[src/pointer_axis_snapping_core_assert.svh]
// ----------------------------------------------------------------------------
// pointer_axis_snapping_core_assert.svh
// Assertion macros for the pointer axis snapping RTL.
// ----------------------------------------------------------------------------
`ifndef POINTER_AXIS_SNAPPING_CORE_ASSERT_SVH
`define POINTER_AXIS_SNAPPING_CORE_ASSERT_SVH

// Same-cycle implication, checked on every rising edge outside reset.
`define PAS_ASSERT_NOW(label, clk, rst_n, ante, cons) \
    label: assert property (@(posedge clk) disable iff (!rst_n) (ante) |-> (cons)) \
        else $error("pointer axis snapping: same-cycle check failed");

// Next-cycle implication, checked on every rising edge outside reset.
`define PAS_ASSERT_NEXT(label, clk, rst_n, ante, cons) \
    label: assert property (@(posedge clk) disable iff (!rst_n) (ante) |=> (cons)) \
        else $error("pointer axis snapping: next-cycle check failed");

`endif

[src/pas_pkg.sv]
// ----------------------------------------------------------------------------
// pas_pkg
// Types and constants for the pointer axis snapping block.
// ----------------------------------------------------------------------------
package pas_pkg;

    localparam int COUNT_W  = 16;   // motion counts, two's complement
    localparam int RATIO_W  = 12;   // leak ratio, unsigned Q4.8
    localparam int THRESH_W = 16;   // switch threshold in whole counts
    localparam int DRIFT_W  = 32;   // drift, signed with 8 fraction bits
    localparam int FRAC_W   = 8;
    localparam int CFG_W    = 16;   // widest configuration register

    typedef logic [1:0] cfg_index_t;

    localparam cfg_index_t REG_SNAP_ENABLE      = 2'd0;
    localparam cfg_index_t REG_DRIFT_RATIO      = 2'd1;
    localparam cfg_index_t REG_SWITCH_THRESHOLD = 2'd2;

    typedef enum logic [1:0] {
        AXIS_UNDECIDED  = 2'd0,
        AXIS_HORIZONTAL = 2'd1,
        AXIS_VERTICAL   = 2'd2
    } axis_mode_t;

    typedef struct packed {
        logic                enable;
        logic [RATIO_W-1:0]  ratio;
        logic [THRESH_W-1:0] threshold;
    } snap_cfg_t;

    typedef struct packed {
        axis_mode_t                mode;
        logic signed [DRIFT_W-1:0] drift;
    } snap_state_t;

    typedef struct packed {
        logic signed [COUNT_W-1:0] out_x;
        logic signed [COUNT_W-1:0] out_y;
        snap_state_t               state;
    } snap_result_t;

endpackage

[src/pas_snap_unit.sv]
// ----------------------------------------------------------------------------
// pas_snap_unit
// One report step: axis decision, drift tracking with leak, axis switch.
// ----------------------------------------------------------------------------
module pas_snap_unit (
    input  pas_pkg::snap_cfg_t                  cfg,
    input  pas_pkg::snap_state_t                state,
    input  logic signed [pas_pkg::COUNT_W-1:0]  dx,
    input  logic signed [pas_pkg::COUNT_W-1:0]  dy,
    output pas_pkg::snap_result_t               result
);
    import pas_pkg::*;

    logic signed [COUNT_W:0]   ext_x;
    logic signed [COUNT_W:0]   ext_y;
    logic [COUNT_W:0]          mag_x;
    logic [COUNT_W:0]          mag_y;
    logic                      horiz;
    logic signed [COUNT_W-1:0] off_axis;
    logic [COUNT_W:0]          mag_on;
    logic [28:0]               leak;
    logic signed [DRIFT_W:0]   d_sum;
    logic signed [DRIFT_W:0]   d_leak;
    logic signed [DRIFT_W:0]   d_diff;
    logic signed [DRIFT_W-1:0] d_sat;
    logic [DRIFT_W-1:0]        d_mag;
    logic [DRIFT_W-1:0]        thr_fix;
    logic                      do_switch;

    // Magnitudes, exact for the most negative count
    assign ext_x = {dx[COUNT_W-1], dx};
    assign ext_y = {dy[COUNT_W-1], dy};
    assign mag_x = ext_x[COUNT_W] ? (COUNT_W+1)'(-ext_x) : (COUNT_W+1)'(ext_x);
    assign mag_y = ext_y[COUNT_W] ? (COUNT_W+1)'(-ext_y) : (COUNT_W+1)'(ext_y);

    assign horiz    = (state.mode == AXIS_HORIZONTAL);
    assign off_axis = horiz ? dy : dx;
    assign mag_on   = horiz ? mag_x : mag_y;

    assign leak  = {12'd0, mag_on} * {17'd0, cfg.ratio};
    assign d_sum = {state.drift[DRIFT_W-1], state.drift}
                 + {{(DRIFT_W+1-COUNT_W-FRAC_W){off_axis[COUNT_W-1]}}, off_axis, 8'd0};

    // Leak toward zero, never past it
    always_comb
    begin
        d_diff = d_sum;
        d_leak = d_sum;
        if (!d_sum[DRIFT_W] && (d_sum != '0))
        begin
            d_diff = d_sum - {4'd0, leak};
            d_leak = d_diff[DRIFT_W] ? '0 : d_diff;
        end
        else if (d_sum[DRIFT_W])
        begin
            d_diff = d_sum + {4'd0, leak};
            d_leak = (!d_diff[DRIFT_W] && (d_diff != '0)) ? '0 : d_diff;
        end
    end

    always_comb
    begin
        if (d_leak[DRIFT_W] != d_leak[DRIFT_W-1])
            d_sat = d_leak[DRIFT_W] ? {1'b1, {(DRIFT_W-1){1'b0}}}
                                    : {1'b0, {(DRIFT_W-1){1'b1}}};
        else
            d_sat = d_leak[DRIFT_W-1:0];
    end

    assign d_mag     = d_sat[DRIFT_W-1] ? DRIFT_W'(-d_sat) : DRIFT_W'(d_sat);
    assign thr_fix   = {8'd0, cfg.threshold, 8'd0};
    assign do_switch = (d_mag > thr_fix);

    always_comb
    begin
        result.out_x = dx;
        result.out_y = dy;
        result.state = state;
        if (cfg.enable)
        begin
            case (state.mode)
                AXIS_HORIZONTAL:
                begin
                    if (do_switch)
                    begin
                        result.out_x       = '0;
                        result.state.drift = '0;
                        result.state.mode  = AXIS_VERTICAL;
                    end
                    else
                    begin
                        result.out_y       = '0;
                        result.state.drift = d_sat;
                    end
                end
                AXIS_VERTICAL:
                begin
                    if (do_switch)
                    begin
                        result.out_y       = '0;
                        result.state.drift = '0;
                        result.state.mode  = AXIS_HORIZONTAL;
                    end
                    else
                    begin
                        result.out_x       = '0;
                        result.state.drift = d_sat;
                    end
                end
                default:
                begin
                    if (mag_x > mag_y)
                    begin
                        result.out_y      = '0;
                        result.state.mode = AXIS_HORIZONTAL;
                    end
                    else if (mag_x < mag_y)
                    begin
                        result.out_x      = '0;
                        result.state.mode = AXIS_VERTICAL;
                    end
                end
            endcase
        end
    end

endmodule

[src/pointer_axis_snapping_core.sv]
// ----------------------------------------------------------------------------
// pointer_axis_snapping_core
// Snaps pointer motion reports to one axis with drift-based axis switching.
// ----------------------------------------------------------------------------
// Usage:
//   Input beats arrive on s_axis: tdata carries dx in [15:0], dy in [31:16].
//   Each input beat yields exactly one output beat on m_axis: tdata carries
//   out_x in [15:0], out_y in [31:16]; tuser carries locked_axis in [1:0].
//   A beat is registered on entry in the input register, processed there by the
//   snap unit and registered again on exit in the output register. While
//   m_axis_tready stays high, one beat a cycle is sustained; the limit is the
//   drift register, which feeds back from one beat to the next through an add,
//   one 17x12 multiply, a leak add or subtract and a clamp.
//   When the receiver stalls, the output register holds its beat and the
//   input register takes one more; after that s_axis_tready drops until
//   m_axis_tready returns. Nothing is lost or repeated.
//   Configuration is written through cfg_we/cfg_index/cfg_data while idle.
//   Writing snap_enable from 0 to 1 clears axis mode and drift.
//   Reset empties both registers and restores snap_enable 0, drift_ratio 256,
//   switch_threshold 32, axis undecided and zero drift.
// ----------------------------------------------------------------------------
module pointer_axis_snapping_core (
    input  logic                         clk,
    input  logic                         rst_n,
    input  logic                         s_axis_tvalid,
    output logic                         s_axis_tready,
    input  logic [31:0]                  s_axis_tdata,  // dx[15:0], dy[31:16]
    output logic                         m_axis_tvalid,
    input  logic                         m_axis_tready,
    output logic [31:0]                  m_axis_tdata,  // out_x[15:0], out_y[31:16]
    output logic [1:0]                   m_axis_tuser,  // locked_axis[1:0]
    input  logic                         cfg_we,
    input  pas_pkg::cfg_index_t          cfg_index,
    input  logic [pas_pkg::CFG_W-1:0]    cfg_data
);
    import pas_pkg::*;

    `include "pointer_axis_snapping_core_assert.svh"

    // Configuration registers
    logic                enable_reg;
    logic [RATIO_W-1:0]  ratio_reg;
    logic [THRESH_W-1:0] threshold_reg;

    // Snapping state, carried from beat to beat
    axis_mode_t                mode_reg;
    axis_mode_t                mode_next;
    logic signed [DRIFT_W-1:0] drift_reg;
    logic signed [DRIFT_W-1:0] drift_next;

    // Input register
    logic                      in_valid_reg;
    logic signed [COUNT_W-1:0] dx_reg;
    logic signed [COUNT_W-1:0] dy_reg;

    // Output register
    logic        out_valid_reg;
    logic [31:0] out_data_reg;
    logic [1:0]  out_axis_reg;

    logic         out_load;
    logic         step;
    logic         in_take;
    logic         enable_rise;
    snap_cfg_t    cfg;
    snap_state_t  state;
    snap_result_t result;

    // Advance the output register when it is empty or being drained
    assign out_load      = !out_valid_reg || m_axis_tready;
    assign step          = in_valid_reg && out_load;
    assign s_axis_tready = !in_valid_reg || out_load;
    assign in_take       = s_axis_tvalid && s_axis_tready;

    assign enable_rise = cfg_we && (cfg_index == REG_SNAP_ENABLE)
                       && cfg_data[0] && !enable_reg;

    assign cfg   = '{enable: enable_reg, ratio: ratio_reg, threshold: threshold_reg};
    assign state = '{mode: mode_reg, drift: drift_reg};

    pas_snap_unit u_snap (
        .cfg    (cfg),
        .state  (state),
        .dx     (dx_reg),
        .dy     (dy_reg),
        .result (result)
    );

    // Clear on a rising enable; otherwise take the step's state
    always_comb
    begin
        mode_next  = mode_reg;
        drift_next = drift_reg;
        if (enable_rise)
        begin
            mode_next  = AXIS_UNDECIDED;
            drift_next = '0;
        end
        else if (step)
        begin
            mode_next  = result.state.mode;
            drift_next = result.state.drift;
        end
    end

    always_ff @(posedge clk or negedge rst_n)
    begin
        if (!rst_n)
        begin
            enable_reg    <= 1'b0;
            ratio_reg     <= RATIO_W'(256);
            threshold_reg <= THRESH_W'(32);
        end
        else if (cfg_we)
        begin
            unique case (cfg_index)
                REG_SNAP_ENABLE:      enable_reg    <= cfg_data[0];
                REG_DRIFT_RATIO:      ratio_reg     <= cfg_data[RATIO_W-1:0];
                REG_SWITCH_THRESHOLD: threshold_reg <= cfg_data[THRESH_W-1:0];
                default:              ;
            endcase
        end
    end

    always_ff @(posedge clk or negedge rst_n)
    begin
        if (!rst_n)
        begin
            mode_reg      <= AXIS_UNDECIDED;
            drift_reg     <= '0;
            in_valid_reg  <= 1'b0;
            out_valid_reg <= 1'b0;
        end
        else
        begin
            mode_reg  <= mode_next;
            drift_reg <= drift_next;
            if (s_axis_tready)
                in_valid_reg <= s_axis_tvalid;
            if (out_load)
                out_valid_reg <= in_valid_reg;
        end
    end

    // Payload: hold unless a beat moves in
    always_ff @(posedge clk)
    begin
        if (in_take)
        begin
            dx_reg <= s_axis_tdata[15:0];
            dy_reg <= s_axis_tdata[31:16];
        end
        if (step)
        begin
            out_data_reg <= {result.out_y, result.out_x};
            out_axis_reg <= result.state.mode;
        end
    end

    assign m_axis_tvalid = out_valid_reg;
    assign m_axis_tdata  = out_data_reg;
    assign m_axis_tuser  = out_axis_reg;

    // An undecided axis always carries zero drift
    `PAS_ASSERT_NOW(a_undecided_no_drift, clk, rst_n,
        mode_reg == AXIS_UNDECIDED, drift_reg == '0)

    // A beat leaving the input register lands in the output register
    `PAS_ASSERT_NEXT(a_step_fills_output, clk, rst_n, step, out_valid_reg)

    // Disabled beats leave the snapping state untouched
    `PAS_ASSERT_NEXT(a_disabled_keeps_state, clk, rst_n,
        step && !enable_reg && !cfg_we, $stable(mode_reg) && $stable(drift_reg))

endmodule

[config.mk]
export PLATFORM = sky130hd
export DESIGN_NAME = pointer_axis_snapping_core
export DESIGN_NICKNAME = d
export VERILOG_FILES = /design/src/pas_pkg.sv /design/src/pas_snap_unit.sv /design/src/pointer_axis_snapping_core.sv
export VERILOG_INCLUDE_DIRS = /design/src /design/src/src
export SDC_FILE = /design/constraint.sdc
export NUM_CORES = 1
export LEC_CHECK = 0
export BUFFER_PORTS_ARGS = -buffer_cell sky130_fd_sc_hd__buf_2
export CAP_MARGIN = 20
export CORE_ASPECT_RATIO = 0.5
export CORE_MARGIN = 2
export CORE_UTILIZATION = 23
export DETAILED_ROUTE_END_ITERATION = 7
export GPL_TIMING_DRIVEN = 0
export PLACE_DENSITY = 0.42
export SLEW_MARGIN = 20
export SYNTH_ARGS = -nofsm -noshare
export SYNTH_HDL_FRONTEND = slang
export SYNTH_SLANG_ARGS = --single-unit
export TNS_END_PERCENT = 5
[constraint.sdc]
create_clock -name clk -period 13.9 [get_ports clk]
set_input_delay 2.085 -clock clk [delete_from_list [all_inputs] [get_ports clk]]
set_output_delay 2.085 -clock clk [all_outputs]
set_load 0.1 [all_outputs]
### Word-level counts from Yosys, hierarchy flattened

Cells that the tools add are included.

* flip-flop bits (word level): 131
* bits of input ports: 55

* add/sub/neg operators: 6
* multipliers: 1
* magnitude comparators: 3
* equality and inequality tests: 5
* muxes and demuxes: 29
* reductions and logical operators: 25

Operator list (number)
* $mux 32: 8
* $mux 16: 7
* $mux 33: 3
* $pmux 34 s2: 1
* $mux 66: 1
* $reduce_bool 33->1: 2
* $mux 17: 3
* $neg 16->17: 2
* $add 32x24->33: 1
* $add 33x29->33: 1
* $sub 33x29->33: 1
* $gt 32x24->1: 1
* $neg 32->32: 1
* $mul 17x12->29: 1
* $mux 18: 1
* $gt 17x17->1: 1
* $lt 17x17->1: 1
* $mux 2: 5
* $logic_and 1x1->1: 7
* $reduce_and 2->1: 3
* $reduce_bool 2->1: 3
* $logic_not 1->1: 5
* $eq 2x1->1 const B: 2
* $eq 2x2->1 const B: 2
* other kinds (5): 6

### Logic depth before layout (Yosys ltp)

Gate-level depths: netlist of run 1.

* word-level depth: 20
* gate-level depth with buffers: 73

### Modules after synthesis

From an unflattened synthesis of run 1, not the netlist that was laid out.

* cell total of the unflattened synthesis: 2570
* area total of the unflattened synthesis: 20870.0 um^2

Modules (own cells, without submodules)
* pas_snap_unit: instances 1, cells an instance 2275, area an instance 16200.5 um^2
* pointer_axis_snapping_core: instances 1, cells an instance 295, area an instance 4669.5 um^2

### Worst setup path before layout of run 1

OpenSTA, ideal clock, no wires.

* path type: flip-flop to flip-flop
* start point: reg dy_reg[4]
* end point: reg out_data_reg[10] (netlist: m_axis_tdata[10]) (data pin)
* library setup time: 0.261 ns
* data arrival time: 13.857 ns
* slack: -0.217 ns
* stages on the path, launching flop included: 64
* path buffers: 5
* path through: edfxtp_1 or3_1 or2_2 o41ai_1 xor2_1 a21oi_1 clkbuf_1 nand2_1 fa_1 fa_1 fa_1 inv_1 fa_1 inv_1 fa_1 inv_1 ha_1 inv_1 [28 not listed] inv_1 ha_1 o211ai_1 nor4_4 nand2_1 or2_2 o21ai_0 xnor2_1 ha_1 nand4_1 nor2_1 nand4_1 a2111oi_0 a41o_1 o211ai_2 o21ai_1 buf_2 a21oi_1

RTL lines
* from (decl): RTL line pointer_axis_snapping_core.sv:54 `logic signed [COUNT_W-1:0] dy_reg;`
* from (signal assigned): RTL line pointer_axis_snapping_core.sv:151 `dy_reg <= s_axis_tdata[31:16];`
* to (signal assigned): RTL line pointer_axis_snapping_core.sv:155 `out_data_reg <= {result.out_y, result.out_x};`
* to (decl): RTL line pointer_axis_snapping_core.sv:58 `logic [31:0] out_data_reg;`

==> out/qor.txt, run 1 <==
FLOORPLANNING
----------------------------------------------------------------------------------------
Number of top-level pins ..................................................           91
Die Y-Extent ..............................................................     214.7 um
Initial core utilization ..................................................       0.2316
Die width .................................................................     425.3 um
Area enclosed by the die boundary .........................................    91300 um2
Core Rows .................................................................           77
Area of the core region ...................................................    88150 um2

SETUP PATH
----------------------------------------------------------------------------------------
Kind of critical path ..................................................... flip-flop to flip-flop
Category of cells accounting for the largest share of critical-path delay . compound AO/OA/AOI/OAI gates
Most repeated library cell on the critical path ...........................         fa_1
Library cell contributing the largest single delay on the critical path ...         fa_1
Worst Path Required .......................................................     14160 ps
Number of cells on the critical path ......................................           62
Crit path largest cell delay ..............................................       560 ps
Total buffers and inverters traversed by the critical path ................            9
Cells on worst reg2reg path ...............................................           62
Arrival time of the worst setup path ......................................     14130 ps
Nature of the critical path startpoint ....................................    flip-flop
Kind of end point of the critical path ....................................    flip-flop
Top fanout value on the critical path .....................................            8

CELLS AND AREA
----------------------------------------------------------------------------------------
Area taken by flip-flops and latches ......................................     3612 um2
Filler Cells Inserted .....................................................         9495
Ant diodes ................................................................            0
Ratio of cells with drive above 1 in the final layout .....................       0.2257
Fin cells .................................................................         3905
Area Growth Syn to Fin ....................................................       26.98%
Final core occ ............................................................       0.2940
Net count, final ..........................................................         3104
Multi-input gate area in the final layout .................................    16940 um2

ROUTING
----------------------------------------------------------------------------------------
Vias per inst .............................................................        4.974
# DRC .....................................................................            0
Detailed Routing Iterations Pass 1 ........................................            5
Detailed-route wire length ................................................     79010 um
Wirelength per Cell .......................................................     20.23 um
Number of routed nets with antenna violations .............................            0
Total via count after detailed routing ....................................       19.43k
Number of DRC markers in iteration 0 ......................................         1508

TIMING
----------------------------------------------------------------------------------------
Setup violators final .....................................................            0
Rel. slew slack ...........................................................       0.1986
Final hold violations .....................................................            0
Setup repair after global routing missed its margin .......................          yes
Final cycle utilization of the critical path ..............................       0.9978
Fin Clk Skew ..............................................................     8.941 ps
Period minus WS final .....................................................     13870 ps
Highest attainable clock frequency ........................................    72.10 MHz
Pins over their slew limit ................................................            0
Pin slew with the least headroom to its limit .............................      1202 ps

PLACED DESIGN
----------------------------------------------------------------------------------------
Placed wire-length estimate ...............................................     63510 um
Gp weighted congestion ....................................................       0.9001
Number of placed instances with taps included .............................         3766
Count of port buffers added during placement ..............................           90

YOSYS
----------------------------------------------------------------------------------------
Synth cell types ..........................................................           93
Number of cells produced by synthesis .....................................         2476
Post-Synthesis Cell Area ..................................................    20410 um2
Seq/Total Area, Yosys .....................................................       0.1769
Number of enable flip-flop cells after synthesis ..........................           66
Yosys warnings ............................................................            0
Share of flip-flops with an asynchronous set or reset after synthesis .....       0.4962
Number of storage elements in the synthesis netlist .......................          131
Avg Synthesized Cell Area .................................................    8.244 um2
Commonest register cell after synthesis ...................................     edfxtp_1

GLOBAL ROUTE
----------------------------------------------------------------------------------------
Wire length of the first global-routing pass ..............................    117600 um
Total gr overflow .........................................................            0
Number of global-route vias before repair .................................       18.78k
Antenna violations before repair ..........................................            1
Pin count of the biggest net entering global routing ......................           54
Overall track demand over capacity in global routing ......................       0.1691

HOLD PATH
----------------------------------------------------------------------------------------
Number of cells traversed by the worst hold path ..........................            1
Hold crit path type ....................................................... flip-flop to flip-flop

CTS
----------------------------------------------------------------------------------------
Latest clock arrival within the worst-skew pair ...........................       450 ps
Number of buffers on the longest clock path ...............................            2
Inserted Clock Buffers ....................................................           17
Number of sinks on the clock net ..........................................          131
Post-cts hold buffer count ................................................            0
Deepest level of the CTS H-tree ...........................................            4
Clock transition at path regs .............................................        60 ps
Root buffer cell ..........................................................    clkbuf_16
Clock tree from TritonCTS .................................................          yes

OUTCOME
----------------------------------------------------------------------------------------
Run status ................................................................ finished, final reports clean

JOB
----------------------------------------------------------------------------------------
Count of max-cap constraint violations ....................................            0

## cells in the final DEF, fill, tap and decap left out, drive strengths merged, types with 13 or more instances in the layout
| master | n |
|---|---|
| inv | 299 |
| nand2 | 282 |
| buf | 253 |
| ha | 189 |
| a21oi | 165 |
| fa | 153 |
| nor2 | 142 |
| o21ai | 108 |
| clkbuf | 92 |
| xnor2 | 87 |
| and2 | 70 |
| edfxtp | 66 |
| dfrtp | 63 |
| nor3 | 47 |
| mux2 | 43 |
| nand3 | 39 |
| a21o | 37 |
| a31oi | 32 |
| xor2 | 30 |
| a22o | 29 |
| a211oi | 29 |
| o21a | 25 |
| nand2b | 25 |
| o21bai | 25 |
| nand4 | 24 |
| or3 | 23 |
| o31ai | 22 |
| nor2b | 21 |
| nor4 | 21 |
| o211ai | 19 |
| or2 | 17 |
| conb | 14 |
| and3 | 13 |
## cells in the mapped netlist, types with 10 or more instances
cell type,number,area (um2)
xnor2_1,87,762.0
ha_1,189,2365
or4_1,12,90.09
fa_1,153,3063
o21ai_0,99,495.5
a211o_1,11,96.34
o21a_1,25,187.7
nand3_1,39,195.2
and2_1,70,437.9
o21bai_1,25,187.7
nand2_1,282,1059
nand4_1,24,150.1
edfxtp_1,66,1982
a211oi_1,28,210.2
inv_1,295,1107
nand2b_1,25,156.4
a31oi_1,32,200.2
a21oi_1,163,815.8
a21o_1,37,277.8
mux2_2,43,484.2
and3_1,13,81.33
buf_2,11,55.05
dfrtp_1,63,1577
nand3b_1,10,75.07
o31ai_1,22,165.2
clkbuf_1,95,356.6
or2_2,15,93.84
a22o_1,29,254.0
nor3_1,47,235.2
xor2_1,30,262.8
nor2b_1,21,131.4
or3_1,23,143.9
buf_1,12,45.04
nor4_1,19,118.9
o221ai_1,12,105.1
nor2_1,142,533.0
o211ai_1,18,135.1
## path summary, 6_finish.rpt
path	to	slack [ps]	start
min in group asynchronous	m_axis_tvalid	1480	rst_n
worst min-delay path	m_axis_tvalid	480	in_valid_reg
worst max-delay path	m_axis_tuser[0]	30	dx_reg[3]
worst min register to register	m_axis_tvalid	480	in_valid_reg
max in group asynchronous	threshold_reg[5]	11810	rst_n
worst max register to register	m_axis_tuser[0]	30	dx_reg[3]
## through the flow
| stage | hold WS, ps | TNS (ps) | instance area, um2 | worst slack, ps |
|---|---|---|---|---|
| 6_report | 481.6 | 0 | 25920 | 30.69 |
| 5_1_grt | 501.3 | -21310 | 25920 | -461.0 |
| 4_1_cts | 484.2 | 0 | 24650 | 0.8482 |
| 3_5_place_dp | 466.0 | -267190 | 22470 | -4064 |
| 3_3_place_gp | 474.1 | -266690 | 22400 | -4054 |
| 2_1_floorplan | 449.0 | 0 | 20460 | 23.82 |
## metal layers
metal,global-route usage,part of all wire,vias up
li1,-,-,9102
met1,0.2459,0.48,9709
met2,0.2578,0.44,530
met3,0.02837,0.059,84
met4,0.04184,0.023,0
met5,0,0,-
## area by class of cell
class                      count  area share
clock inverter                14    0.004923
inverter                     296     0.04325
sequential                   131      0.1394
timing repair buffer         213     0.05585
multi-input combinational   1934      0.6536
clock buffer                  18     0.01656
buffer                       114     0.02925
tap                         1185     0.05720
## worst register-to-register path: cells and delay by family (launching register included)
family | cells | cell delay [ps]
compound gates | 22 | 4570
xor+xnor | 3 | 470
fa+ha+maj | 10 | 3900
buf+inv | 9 | 940
flops | 1 | 460
simple gates | 18 | 3310
## cell families (layout without fill, tap and decap cells)
group / Yosys count / count (layout) / synth area share
and+or+nand+nor: 772 / 772 / 0.1854
AOI/OAI and AO/OA: 637 / 637 / 0.2126
buffers and inverters: 423 / 655 / 0.08054
adders and majority gates: 343 / 343 / 0.2664
DFF: 131 / 131 / 0.1769
xor gates and xnor gates: 117 / 117 / 0.05020
muxes: 51 / 51 / 0.02764
other: 2 / 14 / 0.0003679
## timing repair
action,4_1_cts,5_1_grt
hold endpoints to repair,0,0
setup endpoints to repair,68,68
buffers inserted,71,48
pin swaps,56,153
cloned,0,1
gates resized for setup,245,195
Power of run 1 is not shown: default switching activity piles up to over one toggle a cycle in this logic, so the estimate is an artifact.
==> run 2: changes to the inputs <==
--- a/config.mk
+++ b/config.mk
@@ -13,7 +13,7 @@
 export CORE_UTILIZATION = 23
 export DETAILED_ROUTE_END_ITERATION = 7
 export GPL_TIMING_DRIVEN = 0
-export PLACE_DENSITY = 0.42
+export PLACE_DENSITY = 0.41
 export SLEW_MARGIN = 20
 export SYNTH_ARGS = -nofsm -noshare
 export SYNTH_HDL_FRONTEND = slang
==> constraint.sdc (replaced) <==
create_clock -name clk -period 16.5 [get_ports clk]
set_input_delay 2.475 -clock clk [delete_from_list [all_inputs] [get_ports clk]]
set_output_delay 2.475 -clock clk [all_outputs]
set_load 0.1 [all_outputs]
==> out/qor.txt, run 2 (synthesized netlist as in run 1, its figures left out) <==
TIMING
--------------------------------------------------------------------------------------
Final hold violations ...................................................            0   unchanged
Pins over their slew limit ..............................................            0   unchanged
Period minus WS final ...................................................     15700 ps   +1834 ps
Highest attainable clock frequency ......................................    63.68 MHz   -12%
Fin Clk Skew ............................................................     14.12 ps   +5.182 ps
Final cycle utilization of the critical path ............................       0.9517   -0.04606
Setup violators final ...................................................            0   unchanged
Rel. slew slack .........................................................       0.1849   -0.01370
Smallest hold slack .....................................................     509.5 ps   +27.91 ps
Pin slew with the least headroom to its limit ...........................      1214 ps   +12.32 ps

CELLS AND AREA
--------------------------------------------------------------------------------------
Commonest non-fill, non-tap cells in the layout ......................... 295 x inv_1, 281 x nand2_1, 185 x ha_1
Most common cell after layout, fill and taps aside ......................        inv_1
Filler Cells Inserted ...................................................         9692   +2.1%
Area taken by flip-flops and latches ....................................     3611 um2   about the same
Ratio of cells with drive above 1 in the final layout ...................       0.1183   -0.1075
Net count, final ........................................................         3005   -3.2%
Area of all placed cells without fillers ................................    23560 um2   -9.1%
Multi-input gate area in the final layout ...............................    15530 um2   -8.4%
Area Growth Syn to Fin ..................................................       15.41%

CTS
--------------------------------------------------------------------------------------
Clock transition at path regs ...........................................        70 ps   about the same
Inserted Clock Buffers ..................................................           17   unchanged
Root buffer cell ........................................................    clkbuf_16
Clock tree from TritonCTS ...............................................          yes
Number of sinks on the clock net ........................................          131   unchanged
Deepest level of the CTS H-tree .........................................            4   unchanged
Number of buffers on the longest clock path .............................            2   unchanged
Latest clock arrival within the worst-skew pair .........................       450 ps   about the same

FLOORPLANNING
--------------------------------------------------------------------------------------
Die width ...............................................................     425.3 um   unchanged
Area of the core region .................................................    88150 um2   unchanged
Number of top-level pins ................................................           91   unchanged
Initial core utilization ................................................       0.2316   unchanged
Die Y-Extent ............................................................     214.7 um   unchanged
Area enclosed by the die boundary .......................................    91300 um2   unchanged
Core Rows ...............................................................           77   unchanged

GLOBAL ROUTE
--------------------------------------------------------------------------------------
Number of global-route vias before repair ...............................       18.35k   -2.3%
Antenna violations before repair ........................................            2   +1
Pin count of the biggest net entering global routing ....................           54   unchanged
Total gr overflow .......................................................            0   unchanged
Wire length of the first global-routing pass ............................    115700 um   -1.6%
Overall track demand over capacity in global routing ....................       0.1658   -0.003230

ROUTING
--------------------------------------------------------------------------------------
Number of DRC markers in iteration 0 ....................................         1318   -13%
Vias per inst ...........................................................        4.956   -0.36%
Number of routed nets with antenna violations ...........................            0   unchanged
Detailed-route wire length ..............................................     76750 um   -2.9%
Total via count after detailed routing ..................................       18.87k   -2.8%
Wirelength per Cell .....................................................     20.15 um   -0.39%
Detailed Routing Iterations Pass 1 ......................................            6   +1
# DRC ...................................................................            0   unchanged

SETUP PATH
--------------------------------------------------------------------------------------
CP endpoint ............................................................. m_axis_tdata[18]
Critical path origin ....................................................    dx_reg[2]
Kind of critical path ................................................... flip-flop to flip-flop
Library cell contributing the largest single delay on the critical path .      xnor2_1
Kind of end point of the critical path ..................................    flip-flop
Worst flop-to-flop path startpoint ......................................    dx_reg[2]
Most repeated library cell on the critical path .........................        inv_1
Slack of the worst reg-to-reg path ......................................       800 ps   +770 ps
Cells on worst reg2reg path .............................................           56   -9.7%
Arrival time of the worst setup path ....................................     15970 ps   +1840 ps
Nature of the critical path startpoint ..................................    flip-flop
Worst Path Required .....................................................     16770 ps   +2610 ps
Crit path largest cell delay ............................................       590 ps   +30 ps
Top fanout value on the critical path ...................................           10   +2
Worst reg2reg endpoint .................................................. m_axis_tdata[18]

PLACED DESIGN
--------------------------------------------------------------------------------------
Count of port buffers added during placement ............................           90   unchanged
Placed wire-length estimate .............................................     64260 um   +1.2%
Gp weighted congestion ..................................................       0.8941   -0.67%
Instance area at placement ..............................................    22480 um2   about the same

OUTCOME
--------------------------------------------------------------------------------------
Run status .............................................................. finished, final reports clean

HOLD PATH
--------------------------------------------------------------------------------------
Hold crit path type ..................................................... flip-flop to flip-flop

JOB
--------------------------------------------------------------------------------------
Count of max-cap constraint violations ..................................            0   unchanged

[run 2: cell types whose count changed in the layout (fill, tap and decap cells not counted), moves of 16 or more]
cell and change:
a21oi_1 +25, buf_4 -97, a31oi_1 +16, inv_1 +18, ha_1 +25, ha_4 -19
a21oi_2 -17, clkbuf_1 +16
[run 2: worst min path at each step]
stage / from / to / slack, ps / cells past startpoint
after CTS: in_valid_reg / m_axis_tvalid / 500 / 1
after global routing: threshold_reg[3] / threshold_reg[3] / 530 / 1
after detailed placement: in_valid_reg / m_axis_tvalid / 480 / 1
after global placement: in_valid_reg / m_axis_tvalid / 480 / 1
after floorplan: in_valid_reg / m_axis_tvalid / 450 / 1
final: threshold_reg[10] / threshold_reg[10] / 510 / 1
[run 2: layout make-up]
| class | instances | share of cell area |
|---|---|---|
| Clock buffer | 20 | 0.02077 |
| Clock inverter | 12 | 0.005577 |
| Antenna cell | 2 | 0.0002124 |
| Multi-Input combinational cell | 1934 | 0.6590 |
| Sequential cell | 131 | 0.1533 |
| Buffer | 121 | 0.02385 |
| Timing Repair Buffer | 107 | 0.02719 |
| Inverter | 296 | 0.04716 |
| Tap cell | 1185 | 0.06293 |
[run 2: per-stage QoR]
step                setup TNS (ps)  setup WS [ps]  utilization  cells
floorplan                        0           2383            -   2488
global placement           -124600          -1998       0.2540   3763
detailed placement         -122240          -1975       0.2550   3766
CTS                              0          1.801       0.2636   3800
global route                -12.47         -7.208       0.2672   3807
finish                           0          796.5       0.2672   3808
[run 2: per-layer routing]
layer / up-vias / routed length [um] / global-route usage / part of all wire
met3: 71 / 4833 / 0.03135 / 0.063
met5: - / 0 / 0 / 0
met1: 9405 / 37260 / 0.2424 / 0.49
met2: 486 / 33030 / 0.2485 / 0.43
met4: 0 / 1628 / 0.04125 / 0.021
li1: 8912 / - / - / -
[run 2: timing repair]
item | 4_1_cts | 5_1_grt
pin swaps | 3 | 12
hold buffers | 0 | 0
setup buffers | 4 | 10
gates resized for setup | 36 | 74
endpoints found under the setup margin | 68 | 68
[run 2: worst max-delay path, delay by kind of cell, from the launching register on]
family,cells,cell delay [ps]
buf+inv,9,1520
simple gates,15,3960
fa+ha+maj,10,4220
compound gates,19,4420
xor+xnor,3,900
flops,1,480
Power of run 2 is left out for the same reason.
